===== src/cfd_pkg.sv =====
// Package for the CAN receive filter / field demux block.
// Holds sizes, command and kind codes, item structs and the width helper.
// Used by every module under src; depends on nothing.
`timescale 1ns / 1ps
`default_nettype none

package cfd_pkg;

  // Table sizes
  localparam int FILTER_SLOTS    = 16;
  localparam int MAPS_PER_FILTER = 16;
  localparam int FSLOT_W         = $clog2(FILTER_SLOTS);
  localparam int MSLOT_W         = $clog2(MAPS_PER_FILTER);
  localparam int MAP_ADDR_W      = FSLOT_W + MSLOT_W;
  localparam int FCNT_W          = $clog2(FILTER_SLOTS + 1);
  localparam int MCNT_W          = $clog2(MAPS_PER_FILTER + 1);

  // Command codes
  localparam logic [1:0] CMD_FILTER = 2'd0;
  localparam logic [1:0] CMD_MAP    = 2'd1;
  localparam logic [1:0] CMD_RECV   = 2'd2;

  // Mapping kind codes
  localparam logic [2:0] KIND_BIT   = 3'd0;
  localparam logic [2:0] KIND_BYTE  = 3'd1;
  localparam logic [2:0] KIND_WORD  = 3'd2;
  localparam logic [2:0] KIND_DWORD = 3'd3;
  localparam logic [2:0] KIND_LWORD = 3'd4;

  // Input item
  typedef struct packed {
    logic [1:0]  command;
    logic [3:0]  frame_slot;
    logic [3:0]  map_slot;
    logic [28:0] can_id;
    logic        extended;
    logic [4:0]  length;
    logic [63:0] payload;
    logic [2:0]  data_kind;
    logic [2:0]  start_byte;
    logic [2:0]  bit_index;
    logic [3:0]  target_area;
    logic [9:0]  target_index;
  } in_item_t;

  // Result item
  typedef struct packed {
    logic [3:0]  area;
    logic [9:0]  index;
    logic [2:0]  bit_res;
    logic [2:0]  kind;
    logic [63:0] value;
    logic        last;
  } out_item_t;

  // Stored filter entry
  typedef struct packed {
    logic [28:0]       ident;
    logic              ext;
    logic [MCNT_W-1:0] count;
  } filter_entry_t;

  // Stored mapping entry
  typedef struct packed {
    logic [2:0] kind;
    logic [2:0] offset;
    logic [2:0] bit_sel;
    logic [3:0] area;
    logic [9:0] index;
  } map_entry_t;

  // Write request into the tables
  typedef struct packed {
    logic                  filt_we;
    logic                  map_we;
    logic [FSLOT_W-1:0]    fslot;
    logic [MAP_ADDR_W-1:0] maddr;
    filter_entry_t         filt;
    map_entry_t            map;
  } tbl_wr_t;

  // Field width in bytes for a kind; 0 for an unknown kind
  function automatic logic [3:0] kind_width(input logic [2:0] kind);
    logic [3:0] w;
    case (kind)
      KIND_BIT:   w = 4'd1;
      KIND_BYTE:  w = 4'd1;
      KIND_WORD:  w = 4'd2;
      KIND_DWORD: w = 4'd4;
      KIND_LWORD: w = 4'd8;
      default:    w = 4'd0;
    endcase
    return w;
  endfunction

endpackage

`default_nettype wire


===== src/cfd_extract.sv =====
// Field extractor: checks a mapping against the frame length and pulls
// the bit or little-endian byte field out of the payload. Depends on cfd_pkg.
`timescale 1ns / 1ps
`default_nettype none

module cfd_extract (
  input  wire cfd_pkg::map_entry_t map,
  input  wire logic [63:0]         payload,
  input  wire logic [3:0]          dlc,
  output logic                     hit,
  output cfd_pkg::out_item_t       item
);
  import cfd_pkg::*;

  logic [3:0]  width;
  logic [4:0]  field_end;
  logic [63:0] shifted;
  logic [63:0] value;

  // Fit check: field must end within the frame
  assign width     = kind_width(map.kind);
  assign field_end = {2'b00, map.offset} + {1'b0, width};
  assign hit       = (width != 4'd0) && (field_end <= {1'b0, dlc});

  // Align the first field byte to bit 0
  assign shifted = payload >> {map.offset, 3'b000};

  // Mask to the field width
  always_comb begin
    case (map.kind)
      KIND_BIT:   value = {63'd0, shifted[map.bit_sel]};
      KIND_BYTE:  value = {56'd0, shifted[7:0]};
      KIND_WORD:  value = {48'd0, shifted[15:0]};
      KIND_DWORD: value = {32'd0, shifted[31:0]};
      KIND_LWORD: value = shifted;
      default:    value = 64'd0;
    endcase
  end

  always_comb begin
    item.area    = map.area;
    item.index   = map.index;
    item.bit_res = (map.kind == KIND_BIT) ? map.bit_sel : 3'd0;
    item.kind    = map.kind;
    item.value   = value;
    item.last    = 1'b0;
  end

endmodule

`default_nettype wire


===== config.mk =====
export PLATFORM = sky130hd
export DESIGN_NAME = cfd_extract
export DESIGN_NICKNAME = d
export VERILOG_FILES = /design/src/cfd_pkg.sv /design/src/cfd_extract.sv
export SDC_FILE = /design/constraint.sdc
export NUM_CORES = 1
export LEC_CHECK = 0
export ABC_AREA = 1
export BUFFER_PORTS_ARGS = -buffer_cell sky130_fd_sc_hd__buf_4
export CAP_MARGIN = 10
export CORE_MARGIN = 2
export CORE_UTILIZATION = 40
export DETAILED_ROUTE_END_ITERATION = 10
export GPL_ROUTABILITY_DRIVEN = 0
export GPL_TIMING_DRIVEN = 0
export PLACE_DENSITY_LB_ADDON = 0.2
export SLEW_MARGIN = 40
export SYNTH_ARGS = -nofsm -noshare
export SYNTH_HDL_FRONTEND = slang
export SYNTH_SLANG_ARGS = --single-unit

===== constraint.sdc =====
create_clock -name vclk -period 2.3
set_input_delay 0.115 -clock vclk [all_inputs]
set_output_delay 0.115 -clock vclk [all_outputs]
set_load 0.02 [all_outputs]

==> impl_metrics.env <==
export IMPL_status="completed"
export IMPL_hpwl_um=9370
export IMPL_final_seq_area_um2=0
export IMPL_finalHoldViolCount=0
export IMPL_start_kind="primary input"
export IMPL_finalMaxSlewViolations=0
export IMPL_num_rows=28
export IMPL_hold_path_class="primary input to output pin"
export IMPL_synth_area_um2=2400
export IMPL_peakVddDrop_mv=0.120
export IMPL_setup_viol=0
export IMPL_drt_pass1_iter_count=7
export IMPL_min_from="map[10]"
export IMPL_seq_area_frac_synth_pct=0
export IMPL_viasPerCell=5.93
export IMPL_synth_area_leader_cell="nand2_1"
export IMPL_postCtsHoldBufs=0
export IMPL_relSlewSlack_pct=58.1
export IMPL_placed_area_um2=3710
export IMPL_synth_warnings=0
export IMPL_synth_cells=480
export IMPL_wl_per_cell_um=17.4
export IMPL_syn_nets=579
export IMPL_synth_area_per_cell_um2=5.00
export IMPL_vias=4283
export IMPL_num_fill_cells=575
export IMPL_cp_max_fo=4
export IMPL_max_slew_worst_pin_slew_ns=0.628
export IMPL_total_power_mw=0.867
export IMPL_seq_cells=0
export IMPL_initial_core_util_pct=41.0
export IMPL_synth_top_area_share_pct=25.2
export IMPL_routed_wl_um=12600
export IMPL_grt_pass1_vias=3819
export IMPL_min_to="item[81]"
export IMPL_yosysMostFrequentCell="nand2_1"
export IMPL_antenna_found_initial=0
export IMPL_route_detailed_drc=0
export IMPL_drtIter0Drc=724
export IMPL_placed_cells=717
export IMPL_setup_tns_final_ns=0
export IMPL_leakage_nw=2.09
export IMPL_overflow=0
export IMPL_syn_to_final_growth_pct=58.8
export IMPL_worstSetupPathType="primary input to output pin"
export IMPL_grt_start_max_net_pins=20
export IMPL_fin_crit_sh_pct=97.3
export IMPL_multi_input_area_um2=2010
export IMPL_grtUsageTotal_pct=35.2
export IMPL_whs_path_depth=2
export IMPL_io_buffers=162
export IMPL_cap_violations=0
export IMPL_core_um2=5850
export IMPL_grt_pass1_wl_um=18200
export IMPL_ys_types=30
export IMPL_dieWidth_um=81.5
export IMPL_synth_area_top_cells="nand2_1, nand3_1, a21oi_1"
export IMPL_finalInstanceArea_um2=3810
export IMPL_final_util_pct=65.1
export IMPL_end_kind="output pin"
export IMPL_arrival_ns=2.12
export IMPL_design_die_area_um2=6630
export IMPL_min_period_ns=2.24
export IMPL_cp_data_required_time_ns=2.18
export IMPL_clock_fmax_mhz=447
export IMPL_n_antenna_cell=0
export IMPL_clkbuf_count=0
export IMPL_synth_commonest_cells="nand2_1, nand3_1, nor2_1"
export IMPL_ant_nets=0
export IMPL_pwr_density_cell_nw_per_um2=228
export IMPL_fin_nets=748
export IMPL_drive_gt1_share_pct=36.8
export IMPL_io_pins=177
export IMPL_dieHeight_um=81.5
export IMPL_fin_cells=722
worst max-delay path by stage:
| stage | endpoint | slack (ns) | cells past startpoint | from |
|---|---|---|---|---|
| 2_1_floorplan | hit | 0.16 | 9 | map[20] |
| 3_3_place_gp | hit | -0.12 | 11 | map[22] |
| 3_5_place_dp | hit | -0.22 | 13 | map[21] |
| 4_1_cts | hit | 0.01 | 14 | map[20] |
| 5_1_grt | hit | -0.004 | 14 | map[20] |
| 6_report | hit | 0.06 | 13 | map[21] |
critical path, stage by stage:
cell	delay, ns
buf_4	0.14
nor3_2	0.16
inv_1	0.06
nand2_1	0.06
ha_2	0.20
inv_2	0.04
fa_2	0.53
inv_2	0.04
ha_4	0.21
a21oi_2	0.12
o21ai_1	0.07
a22oi_1	0.18
buf_4	0.18
cell usage in the layout (no fill, tap or decap), types with 2 or more instances in the layout:
| cell | n |
|---|---|
| buf_4 | 190 |
| nand2_1 | 160 |
| nand3_1 | 83 |
| nor2_1 | 40 |
| a21oi_1 | 37 |
| inv_1 | 18 |
| buf_2 | 18 |
| a211oi_1 | 16 |
| o21ai_0 | 12 |
| inv_2 | 9 |
| buf_6 | 7 |
| mux2i_1 | 7 |
| o21ai_1 | 6 |
| a31oi_1 | 6 |
| ha_1 | 5 |
| buf_1 | 4 |
| o211ai_1 | 3 |
| o22ai_1 | 3 |
| nor2_4 | 2 |
| a21oi_2 | 2 |
| nor3_4 | 2 |
| or2_2 | 2 |
| nand4_1 | 2 |
| nor3_1 | 2 |
repair_timing:
item                       CTS  global route
setup endpoints to repair    1             1
pin swaps                    3             6
cloned                       0             0
gates resized for setup      7            12
setup buffers                2             4
metal layers:
layer / wire length, um / track usage [%] / vias to the layer above
met4: 753 / 16.3 / 0
met1: 4310 / 44.2 / 1818
met3: 2050 / 8.24 / 112
li1: - / - / 1930
met2: 5480 / 56.6 / 423
met5: 0 / 0 / -
final cells by class:
class | count | share of cell area [%]
Tap cell | 75 | 2.46
Inverter | 27 | 2.66
Timing Repair Buffer | 168 | 33.2
Buffer | 51 | 9.06
Multi-Input combinational cell | 401 | 52.6
power breakdown:
group	internal (mW)	leakage (nW)	switching (mW)	total [mW]
sequential	0	0	0	0
combinational	0.358	2.09	0.509	0.867
clock	0	0	0	0
per-stage QoR:
stage                     setup slack (ns)  hold slack (ns)
after CTS                           0.0119            0.427
after detailed placement            -0.216            0.428
final                               0.0631            0.427
after global routing              -0.00428            0.432
after floorplan                      0.163            0.343
after global placement              -0.115            0.427
cell families (layout without fill, tap and decap cells):
logic type	after synthesis	after routing	share of synthesized area, %
adder cells (fa/ha/maj)	8	8	4.48
other	1	1	0.156
XOR/XNOR	2	2	0.730
buffers and inverters	79	246	18.8
AO/OA/AOI/OAI	86	86	20.5
multiplexers	7	7	2.92
AND/OR/NAND/NOR	297	297	52.4
(Power assumes the default switching activity.)
